--- config.mk ---
export PLATFORM = sky130hd
export DESIGN_NAME = text_line_number_escape_filter
export DESIGN_NICKNAME = d
export VERILOG_FILES = /design/src/hdl/tlnef_pkg.sv /design/src/hdl/text_line_number_escape_filter.sv /design/src/hdl/tlnef_fifo.sv /design/src/hdl/tlnef_front.sv /design/src/hdl/tlnef_back.sv
export SDC_FILE = /design/constraint.sdc
export NUM_CORES = 1
export LEC_CHECK = 0
export BUFFER_PORTS_ARGS = -buffer_cell sky130_fd_sc_hd__buf_4
export CORE_MARGIN = 1
export CORE_UTILIZATION = 56
export DETAILED_ROUTE_END_ITERATION = 16
export GPL_TIMING_DRIVEN = 0
export HOLD_SLACK_MARGIN = 0.12
export PLACE_DENSITY = 0.73
export SLEW_MARGIN = 20
export SYNTH_ARGS = -nofsm -noshare
export SYNTH_HDL_FRONTEND = slang
export SYNTH_SLANG_ARGS = --single-unit
--- constraint.sdc ---
create_clock -name i_clk -period 4 [get_ports i_clk]
set_input_delay 0 -clock i_clk [delete_from_list [all_inputs] [get_ports i_clk]]
set_output_delay 0 -clock i_clk [all_outputs]
set_load 0.02 [all_outputs]
--- src/hdl/tlnef_pkg.sv ---
// ----------------------------------------------------------------------------
// tlnef_pkg: shared types and constants of the line number / escape filter
// Holds the item structs, the configuration register group, the job record
// passed from the classifier to the emitter, and the character codes.
// ----------------------------------------------------------------------------
package tlnef_pkg;

    // Default count of decimal digits in a line number.
    localparam int DEF_NUMBER_DIGITS = 6;
    // Depth of the job queue between classifier and emitter.
    localparam int JOB_QUEUE_DEPTH = 2;

    // Configuration register indexes.
    localparam logic [2:0] CFG_NUMBER_MODE      = 3'd0;
    localparam logic [2:0] CFG_SQUEEZE_BLANK    = 3'd1;
    localparam logic [2:0] CFG_SHOW_ENDS        = 3'd2;
    localparam logic [2:0] CFG_SHOW_TABS        = 3'd3;
    localparam logic [2:0] CFG_SHOW_NONPRINTING = 3'd4;

    // Numbering modes.
    localparam logic [1:0] NUM_OFF = 2'd0;
    localparam logic [1:0] NUM_ALL = 2'd1;

    // Character codes.
    localparam logic [7:0] CH_TAB    = 8'd9;
    localparam logic [7:0] CH_NL     = 8'd10;
    localparam logic [7:0] CH_SPACE  = 8'd32;
    localparam logic [7:0] CH_DOLLAR = 8'd36;
    localparam logic [7:0] CH_MINUS  = 8'd45;
    localparam logic [7:0] CH_ZERO   = 8'd48;
    localparam logic [7:0] CH_QUEST  = 8'd63;
    localparam logic [7:0] CH_UPPER_I = 8'd73;
    localparam logic [7:0] CH_UPPER_M = 8'd77;
    localparam logic [7:0] CH_CARET  = 8'd94;
    localparam logic [7:0] CH_DEL    = 8'd127;
    localparam logic [7:0] CH_META_LO = 8'd128;
    localparam logic [7:0] CH_META_HI = 8'd159;
    localparam logic [7:0] CTRL_OFFSET = 8'd64;

    typedef struct packed {
        logic [7:0] data_byte;
        logic       file_start;
    } t_in;

    typedef struct packed {
        logic [7:0] out_byte;
        logic       last_of_run;
    } t_out;

    typedef struct packed {
        logic [1:0] number_mode;
        logic       squeeze_blank;
        logic       show_ends;
        logic       show_tabs;
        logic       show_nonprinting;
    } t_cfg;

    // One classified input byte: whether a line number leads it, and the one
    // to four bytes that follow (tail_last is the index of the final one).
    typedef struct packed {
        logic            has_num;
        logic [1:0]      tail_last;
        logic [3:0][7:0] tail;
    } t_job_ctl;

endpackage

--- src/hdl/text_line_number_escape_filter.sv ---
// ----------------------------------------------------------------------------
// text_line_number_escape_filter: cat-style line numbering and escape filter
// Takes one text byte per item and emits its filtered form, one byte per
// result item, through queue-style handshakes on both sides.
// ----------------------------------------------------------------------------
// Each input byte yields between zero and NUMBER_DIGITS+5 result items: an
// optional right-aligned line number with a tab, then one to four bytes for
// the character itself. The result side delivers one byte per clock cycle
// while results are popped; a plain text byte yields one result item, and a
// squeezed blank line costs nothing on the output side. The byte emitter is
// what sets this rate. A classifier at the input updates the line state and
// counter and hands a job record through a two-entry queue to the emitter,
// so the input keeps accepting items while results wait in the output
// register, until the queue is full. Configuration is for the user to write
// through a simple write port only while the block is idle, which the block
// does not enforce; writes to indexes beyond the five registers are ignored.
// ----------------------------------------------------------------------------
module text_line_number_escape_filter
    import tlnef_pkg::*;
#(
    parameter int NUMBER_DIGITS = DEF_NUMBER_DIGITS
) (
    input  logic       i_clk,
    input  logic       i_rst_n,
    // Configuration write port.
    input  logic       i_cfg_we,
    input  logic [2:0] i_cfg_idx,
    input  logic [1:0] i_cfg_wdata,
    // Input item side.
    input  logic       push,
    output logic       full,
    input  t_in        i_in,
    // Result item side.
    output logic       empty,
    input  logic       pop,
    output t_out       o_out
);

    localparam int DW    = 4 * NUMBER_DIGITS;
    localparam int CTL_W = $bits(t_job_ctl);
    localparam int JW    = DW + CTL_W;

    t_cfg          r_cfg;

    logic          front_wr;
    logic [DW-1:0] front_digits;
    t_job_ctl      front_ctl;

    logic [JW-1:0] q_wdata, q_rdata;
    logic          q_full, q_empty;

    logic          job_done;
    logic [DW-1:0] back_digits;
    t_job_ctl      back_ctl;

    // Configuration registers; values are masked to their field widths.
    always_ff @(posedge i_clk) begin
        if (!i_rst_n) begin
            r_cfg <= '0;
        end else if (i_cfg_we) begin
            case (i_cfg_idx)
                CFG_NUMBER_MODE:      r_cfg.number_mode      <= i_cfg_wdata;
                CFG_SQUEEZE_BLANK:    r_cfg.squeeze_blank    <= i_cfg_wdata[0];
                CFG_SHOW_ENDS:        r_cfg.show_ends        <= i_cfg_wdata[0];
                CFG_SHOW_TABS:        r_cfg.show_tabs        <= i_cfg_wdata[0];
                CFG_SHOW_NONPRINTING: r_cfg.show_nonprinting <= i_cfg_wdata[0];
                default: ;
            endcase
        end
    end

    // The input is stalled only when the job queue is full.
    assign full = q_full;

    tlnef_front #(
        .NUMBER_DIGITS(NUMBER_DIGITS)
    ) u_front (
        .i_clk        (i_clk),
        .i_rst_n      (i_rst_n),
        .i_cfg        (r_cfg),
        .i_push       (push),
        .i_in         (i_in),
        .i_queue_full (q_full),
        .o_wr         (front_wr),
        .o_digits     (front_digits),
        .o_ctl        (front_ctl)
    );

    assign q_wdata = {front_digits, front_ctl};

    tlnef_fifo #(
        .WIDTH(JW),
        .DEPTH(JOB_QUEUE_DEPTH)
    ) u_queue (
        .i_clk   (i_clk),
        .i_rst_n (i_rst_n),
        .i_wr    (front_wr),
        .i_wdata (q_wdata),
        .i_rd    (job_done),
        .o_rdata (q_rdata),
        .o_full  (q_full),
        .o_empty (q_empty)
    );

    assign back_digits = q_rdata[JW-1 -: DW];
    assign back_ctl    = t_job_ctl'(q_rdata[CTL_W-1:0]);

    tlnef_back #(
        .NUMBER_DIGITS(NUMBER_DIGITS)
    ) u_back (
        .i_clk       (i_clk),
        .i_rst_n     (i_rst_n),
        .i_job_valid (!q_empty),
        .i_digits    (back_digits),
        .i_ctl       (back_ctl),
        .o_job_done  (job_done),
        .i_pop       (pop),
        .o_empty     (empty),
        .o_out       (o_out)
    );

endmodule

--- src/hdl/tlnef_fifo.sv ---
// ----------------------------------------------------------------------------
// tlnef_fifo: small register queue
// First-in first-out queue built from flip-flops; the head is visible
// combinationally while not empty. Push and pop may happen in one cycle.
// ----------------------------------------------------------------------------
module tlnef_fifo #(
    parameter int WIDTH = 8,
    parameter int DEPTH = 2
) (
    input  logic             i_clk,
    input  logic             i_rst_n,
    input  logic             i_wr,
    input  logic [WIDTH-1:0] i_wdata,
    input  logic             i_rd,
    output logic [WIDTH-1:0] o_rdata,
    output logic             o_full,
    output logic             o_empty
);

    localparam int AW = (DEPTH > 1) ? $clog2(DEPTH) : 1;
    localparam int CW = $clog2(DEPTH + 1);

    logic [WIDTH-1:0] r_mem [DEPTH];
    logic [AW-1:0]    r_wp, n_wp;
    logic [AW-1:0]    r_rp, n_rp;
    logic [CW-1:0]    r_cnt, n_cnt;
    logic             do_wr, do_rd;

    assign o_full  = (r_cnt == CW'(DEPTH));
    assign o_empty = (r_cnt == '0);
    assign o_rdata = r_mem[r_rp];
    assign do_wr   = i_wr && !o_full;
    assign do_rd   = i_rd && !o_empty;

    always_comb begin
        n_wp  = r_wp;
        n_rp  = r_rp;
        n_cnt = r_cnt;
        if (do_wr) begin
            n_wp = (r_wp == AW'(DEPTH - 1)) ? '0 : r_wp + 1'b1;
        end
        if (do_rd) begin
            n_rp = (r_rp == AW'(DEPTH - 1)) ? '0 : r_rp + 1'b1;
        end
        if (do_wr && !do_rd) begin
            n_cnt = r_cnt + 1'b1;
        end else if (do_rd && !do_wr) begin
            n_cnt = r_cnt - 1'b1;
        end
    end

    always_ff @(posedge i_clk) begin
        if (!i_rst_n) begin
            r_wp  <= '0;
            r_rp  <= '0;
            r_cnt <= '0;
        end else begin
            r_wp  <= n_wp;
            r_rp  <= n_rp;
            r_cnt <= n_cnt;
        end
    end

    always_ff @(posedge i_clk) begin
        if (do_wr) begin
            r_mem[r_wp] <= i_wdata;
        end
    end

endmodule

--- src/hdl/tlnef_front.sv ---
// ----------------------------------------------------------------------------
// tlnef_front: input classifier
// Accepts input items, tracks line start, blank-line squeezing and the BCD
// line counter, and turns each surviving byte into one job record.
// ----------------------------------------------------------------------------
module tlnef_front
    import tlnef_pkg::*;
#(
    parameter int NUMBER_DIGITS = DEF_NUMBER_DIGITS
) (
    input  logic                       i_clk,
    input  logic                       i_rst_n,
    input  t_cfg                       i_cfg,
    input  logic                       i_push,
    input  t_in                        i_in,
    input  logic                       i_queue_full,
    output logic                       o_wr,
    output logic [4*NUMBER_DIGITS-1:0] o_digits,
    output t_job_ctl                   o_ctl
);

    localparam int DW = 4 * NUMBER_DIGITS;

    logic          r_at_line_start;
    logic          r_squeezing;
    logic [DW-1:0] r_count;

    logic          n_at_line_start;
    logic          n_squeezing;
    logic [DW-1:0] n_count;

    logic          accept;
    logic          eff_als, eff_sq;
    logic [DW-1:0] eff_cnt, inc_cnt;
    logic [NUMBER_DIGITS:0] carry;
    logic [7:0]    c;
    logic          is_nl, is_tab, drop, num;

    assign accept = i_push && !i_queue_full;
    assign c      = i_in.data_byte;
    assign is_nl  = (c == CH_NL);
    assign is_tab = (c == CH_TAB);

    assign eff_als = i_in.file_start ? 1'b1 : r_at_line_start;
    assign eff_sq  = i_in.file_start ? 1'b0 : r_squeezing;
    assign eff_cnt = i_in.file_start ? '0 : r_count;

    // BCD increment: a digit steps when all digits below it are nine.
    // All nines is the ceiling and stays put.
    always_comb begin
        carry[0] = 1'b1;
        inc_cnt  = eff_cnt;
        for (int i = 0; i < NUMBER_DIGITS; i++) begin
            carry[i+1] = carry[i] && (eff_cnt[4*i +: 4] == 4'd9);
            if (carry[i]) begin
                inc_cnt[4*i +: 4] = (eff_cnt[4*i +: 4] == 4'd9) ? 4'd0
                                                                 : eff_cnt[4*i +: 4] + 4'd1;
            end
        end
        if (carry[NUMBER_DIGITS]) begin
            inc_cnt = eff_cnt;
        end
    end

    assign drop = eff_als && i_cfg.squeeze_blank && is_nl && eff_sq;
    assign num  = eff_als && (i_cfg.number_mode != NUM_OFF)
                  && ((i_cfg.number_mode == NUM_ALL) || !is_nl);

    always_comb begin
        n_at_line_start = r_at_line_start;
        n_squeezing     = r_squeezing;
        n_count         = r_count;
        if (accept) begin
            if (drop) begin
                n_at_line_start = 1'b1;
                n_squeezing     = 1'b1;
                n_count         = eff_cnt;
            end else begin
                n_at_line_start = is_nl;
                n_squeezing     = (eff_als && i_cfg.squeeze_blank) ? is_nl : eff_sq;
                n_count         = num ? inc_cnt : eff_cnt;
            end
        end
    end

    always_ff @(posedge i_clk) begin
        if (!i_rst_n) begin
            r_at_line_start <= 1'b1;
            r_squeezing     <= 1'b0;
            r_count         <= '0;
        end else begin
            r_at_line_start <= n_at_line_start;
            r_squeezing     <= n_squeezing;
            r_count         <= n_count;
        end
    end

    // Tail bytes: the escaped or raw form of the byte itself.
    always_comb begin
        o_ctl.has_num   = num;
        o_ctl.tail_last = 2'd0;
        o_ctl.tail      = '{default: 8'd0};
        o_ctl.tail[0]   = c;
        if (!is_nl && !is_tab && i_cfg.show_nonprinting) begin
            if (c < CH_SPACE) begin
                o_ctl.tail_last = 2'd1;
                o_ctl.tail[0]   = CH_CARET;
                o_ctl.tail[1]   = c + CTRL_OFFSET;
            end else if (c == CH_DEL) begin
                o_ctl.tail_last = 2'd1;
                o_ctl.tail[0]   = CH_CARET;
                o_ctl.tail[1]   = CH_QUEST;
            end else if (c >= CH_META_LO && c <= CH_META_HI) begin
                o_ctl.tail_last = 2'd3;
                o_ctl.tail[0]   = CH_UPPER_M;
                o_ctl.tail[1]   = CH_MINUS;
                o_ctl.tail[2]   = CH_CARET;
                o_ctl.tail[3]   = c - CTRL_OFFSET;
            end
        end else if (i_cfg.show_ends && is_nl) begin
            o_ctl.tail_last = 2'd1;
            o_ctl.tail[0]   = CH_DOLLAR;
            o_ctl.tail[1]   = c;
        end else if (i_cfg.show_tabs && is_tab) begin
            o_ctl.tail_last = 2'd1;
            o_ctl.tail[0]   = CH_CARET;
            o_ctl.tail[1]   = CH_UPPER_I;
        end
    end

    assign o_wr     = accept && !drop;
    assign o_digits = n_count;

endmodule

--- src/hdl/tlnef_back.sv ---
// ----------------------------------------------------------------------------
// tlnef_back: result emitter
// Walks one job record at a time, one output byte per cycle unless stalled by
// pop: padded line number and tab if present, then tail bytes, to output reg.
// ----------------------------------------------------------------------------
module tlnef_back
    import tlnef_pkg::*;
#(
    parameter int NUMBER_DIGITS = DEF_NUMBER_DIGITS
) (
    input  logic                       i_clk,
    input  logic                       i_rst_n,
    input  logic                       i_job_valid,
    input  logic [4*NUMBER_DIGITS-1:0] i_digits,
    input  t_job_ctl                   i_ctl,
    output logic                       o_job_done,
    input  logic                       i_pop,
    output logic                       o_empty,
    output t_out                       o_out
);

    localparam int PW = $clog2(NUMBER_DIGITS + 5);
    localparam logic [PW-1:0] POS_TAB  = PW'(NUMBER_DIGITS);
    localparam logic [PW-1:0] POS_TAIL = PW'(NUMBER_DIGITS + 1);

    logic          r_busy;
    logic [PW-1:0] r_pos;
    logic          r_lead;
    logic          r_out_valid;
    t_out          r_out;

    logic          fire;
    logic [PW-1:0] pos_cur, tail_pos;
    logic          lead_cur, is_space, last;
    logic [3:0]    dsel;
    logic [7:0]    byte_cur;

    assign fire     = i_job_valid && (!r_out_valid || i_pop);
    assign pos_cur  = r_busy ? r_pos : (i_ctl.has_num ? '0 : POS_TAIL);
    assign lead_cur = r_busy ? r_lead : 1'b1;
    assign tail_pos = pos_cur - POS_TAIL;

    always_comb begin
        dsel = 4'd0;
        for (int i = 0; i < NUMBER_DIGITS; i++) begin
            if (pos_cur == PW'(NUMBER_DIGITS - 1 - i)) begin
                dsel = i_digits[4*i +: 4];
            end
        end
    end

    // Leading zeros print as spaces, except the units digit.
    assign is_space = lead_cur && (dsel == 4'd0) && (pos_cur != PW'(NUMBER_DIGITS - 1));
    assign last     = (pos_cur >= POS_TAIL) && (tail_pos[1:0] == i_ctl.tail_last);

    always_comb begin
        if (pos_cur < POS_TAB) begin
            byte_cur = is_space ? CH_SPACE : (CH_ZERO | {4'd0, dsel});
        end else if (pos_cur == POS_TAB) begin
            byte_cur = CH_TAB;
        end else begin
            byte_cur = i_ctl.tail[tail_pos[1:0]];
        end
    end

    assign o_job_done = fire && last;

    always_ff @(posedge i_clk) begin
        if (!i_rst_n) begin
            r_busy      <= 1'b0;
            r_pos       <= '0;
            r_lead      <= 1'b1;
            r_out_valid <= 1'b0;
        end else begin
            if (fire) begin
                r_out_valid <= 1'b1;
                if (last) begin
                    r_busy <= 1'b0;
                end else begin
                    r_busy <= 1'b1;
                    r_pos  <= pos_cur + 1'b1;
                    r_lead <= lead_cur && is_space;
                end
            end else if (i_pop) begin
                r_out_valid <= 1'b0;
            end
        end
    end

    always_ff @(posedge i_clk) begin
        if (fire) begin
            r_out.out_byte    <= byte_cur;
            r_out.last_of_run <= last;
        end
    end

    assign o_empty = !r_out_valid;
    assign o_out   = r_out;

endmodule

==> metrics.md <==
| Metric | Value |
|---|---|
| Pleak | 3.17 nW |
| IO Count | 30 |
| WL final | 18.3 mm |
| Num CTS Buffers | 17 |
| Initial DRC Count | 706 |
| Synth warn | 0 |
| Die extent in x | 119 um |
| Hold Vio Cnt, Final | 0 |
| Least-Margin Pin Slew | 0.928 ns |
| CTS max path bufs | 2 |
| Grt ovf | 0 |
| Initial Util | 57.5% |
| Final TNS setup | 0 ns |
| Clock sink count | 155 |
| Crit Path Class | reg -> reg |
| Setup WS post-layout | 0.115 ns |
| Fin nets | 769 |
| Site row count | 42 |
| Post-synth ARST share | 0% |
| H-Tree Depth | 4 |
| CP Launch Type | register |
| Count of input and output buffers | 26 |
| PwrDens | 546 mW/mm2 |
| Clock Skew | 0.00939 ns |
| Drt pass-1 iters | 5 |
| Antenna fix cells | 0 |
| Most used DFF post-synth | edfxtp_1 |
| Post-DP HPWL | 12.6 mm |
| Worst skew pair latency | 0.44 ns |
| Vias per std cell | 6.37 |
| Area leader, netlist | edfxtp_1 |
| Largest net degree at the start of global routing | 52 |
| Fraction of the yosys area taken by sequential cells | 55.1% |
| CP Capture Type | register |
| Core area | 0.0133 mm2 |
| Die height | 119 um |
| #FFs+latches synth | 155 |
| Layout cells sized above 1 | 13.0% |
| Post-route clock period utilization | 97.1% |
| Slew Viols, Final | 0 |
| Placed cell area | 0.00811 mm2 |
| Maximum VDD drop | 395 uV |
| Remaining antenna violation count after routing | 0 |
| Drt drc | 0 |
| Via count | 5916 |
| Unrepaired setup endpoints after global routing | false |
| Non-Filler Cell Area, Final | 0.00890 mm2 |
| Area contributors post-synth | edfxtp_1 (44%), dfxtp_1 (12%), mux2i_1 (6.2%) |
| EDFF count, synth | 111 |
| Critical Path AT | 4.05 ns |
| Clk pin slew, worst setup/hold paths | 0.07 ns |
| Wire per inst | 19.7 um |
| Layout Area Growth over Synthesis | 16.4% |
| Worst Path Max Fanout | 11 |
| Cell variety after synth | 72 |
| Commonest non-fill, non-tap cell in the layout | edfxtp_1 |
| Highest achievable clock rate | 257 MHz |
| Max-cap check violation count | 0 |
| Hold Crit Class | in -> reg |
| Post-Syn Area per Cell | 11.4 um2 |
| Final Total Pwr | 4.86 mW |
| GRT Resource Usage Total | 26.9% |
| Setup Viol. Count Final | 0 |
| Post-Syn Area | 0.00765 mm2 |
| Post-layout minimum cycle time | 3.88 ns |
| DIE AREA | 0.0141 mm2 |
| CP Data Required Time | 4.16 ns |
| First-pass GRT wire length | 28.6 mm |
| Vias in the first global route | 5516 |
| Synth top area share | 43.6% |
| Synth Instances | 673 |
| Routability congestion estimate | 0.928 |
| Syn Nets | 702 |
| Initial antenna violation count | 0 |
| Clk root buf | clkbuf_16 |
| Pre-CTS setup slack | -0.592 ns |
| CTS tree | built |
| Slew HR | 37.7% |
| Outcome | completed |
| Most frequent cells in the layout | edfxtp_1 (111), nand2_1 (56), nor2_1 (56), mux2i_1 (47), dfxtp_1 (44) |
synth_stat cells, types with 6 or more instances:
master,count
buf_2,6
nor2b_1,10
nand2b_1,9
nand2_1,56
and2_1,33
ha_1,10
a21oi_1,34
a22oi_1,8
clkbuf_1,17
nor3_1,19
o22ai_1,8
inv_1,19
a31oi_1,8
nand4_1,9
and3_1,11
mux2i_1,47
nor2_1,57
o21ai_0,29
mux4_2,13
edfxtp_1,111
nand3_1,16
dfxtp_1,44
cells by family (layout without fill, tap and decap cells):
logic type,after synthesis,in the layout,synth area share (%)
fa+ha+maj,10,10,1.64
xor+xnor,8,8,0.916
flops,155,155,55.1
compound gates,138,138,11.9
simple gates,250,250,17.3
buf+inv,48,128,2.50
mux,64,64,10.6
per-stage QoR:
stage                     std cells  util (%)  hold WS [ns]
after floorplan                 673         -         0.144
after global placement          875      60.6         0.238
after detailed placement        877      61.0         0.259
after CTS                       929      66.9         0.135
after global routing            929      66.9         0.186
final                           929      66.9         0.162
final cells by class:
type	count	area, um2
tap	176	220
clock inverter	13	141
fill	970	4390
buffer	26	110
inverter	22	82.6
timing repair buffer	48	433
multi-input combinational	470	3270
sequential	155	4210
clock buffer	19	433
state kept, by name, summed over array words and instances, names as in the netlist, named ones only:
name	count
r_cfg	6
u_back.o_out	9
u_back.r_busy	1
u_back.r_lead	1
u_back.r_out_valid	1
u_back.r_pos	4
u_front.r_at_line_start	1
u_front.r_count	24
u_front.r_squeezing	1
u_queue.r_cnt	2
u_queue.r_mem	102
u_queue.r_rp	1
u_queue.r_wp	1
per-layer routing:
| metal | part of all wire (%) | vias to the layer above | GRT usage (%) | routed length, um |
|---|---|---|---|---|
| li1 | - | 2697 | - | - |
| met1 | 43 | 2824 | 37.8 | 7920 |
| met2 | 45 | 338 | 39.4 | 8240 |
| met3 | 8.5 | 57 | 6.08 | 1550 |
| met4 | 3.2 | 0 | 12.9 | 582 |
| met5 | 0 | - | 0 | 0 |
worst paths after layout:
path / start / endpoint / slack [ns] / depth (start not counted)
max reg2reg: u_back.r_busy$_SDFFE_PN0P_ / u_back.o_out[5]$_DFFE_PP_ / 0.12 / 13
min: i_in[2] / u_queue.r_mem[0][25]$_DFFE_PP_ / 0.16 / 2
max: u_back.r_busy$_SDFFE_PN0P_ / u_back.o_out[5]$_DFFE_PP_ / 0.12 / 13
min reg2reg: u_front.r_squeezing$_SDFFE_PN0P_ / u_front.r_squeezing$_SDFFE_PN0P_ / 0.50 / 2
timing repair:
action / CTS / global route
setup buffers: 1 / 0
hold buffers: 19 / 0
setup endpoints to repair: 9 / 1
gates resized for setup: 2 / 1
pin swaps: 0 / 0
endpoints found under the hold margin: 39 / 0
critical path, cell delays in order (launching register included):
cell	delay, ns
dfxtp_1	0.31
buf_4	0.15
clkinv_1	0.27
mux2i_4	0.26
clkbuf_2	0.32
inv_1	0.14
ha_1	0.21
clkbuf_1	0.22
nor2b_1	0.36
a22oi_1	0.15
a211oi_1	0.42
nor2_1	0.10
o311ai_0	0.51
o211ai_1	0.17
where the power goes:
part	leakage, nW	internal, mW	switching (mW)
clock	0.276	0.921	0.654
sequential	1.42	1.97	0.0778
combinational	1.47	0.481	0.760
Power figures use the tool's default switching activity.
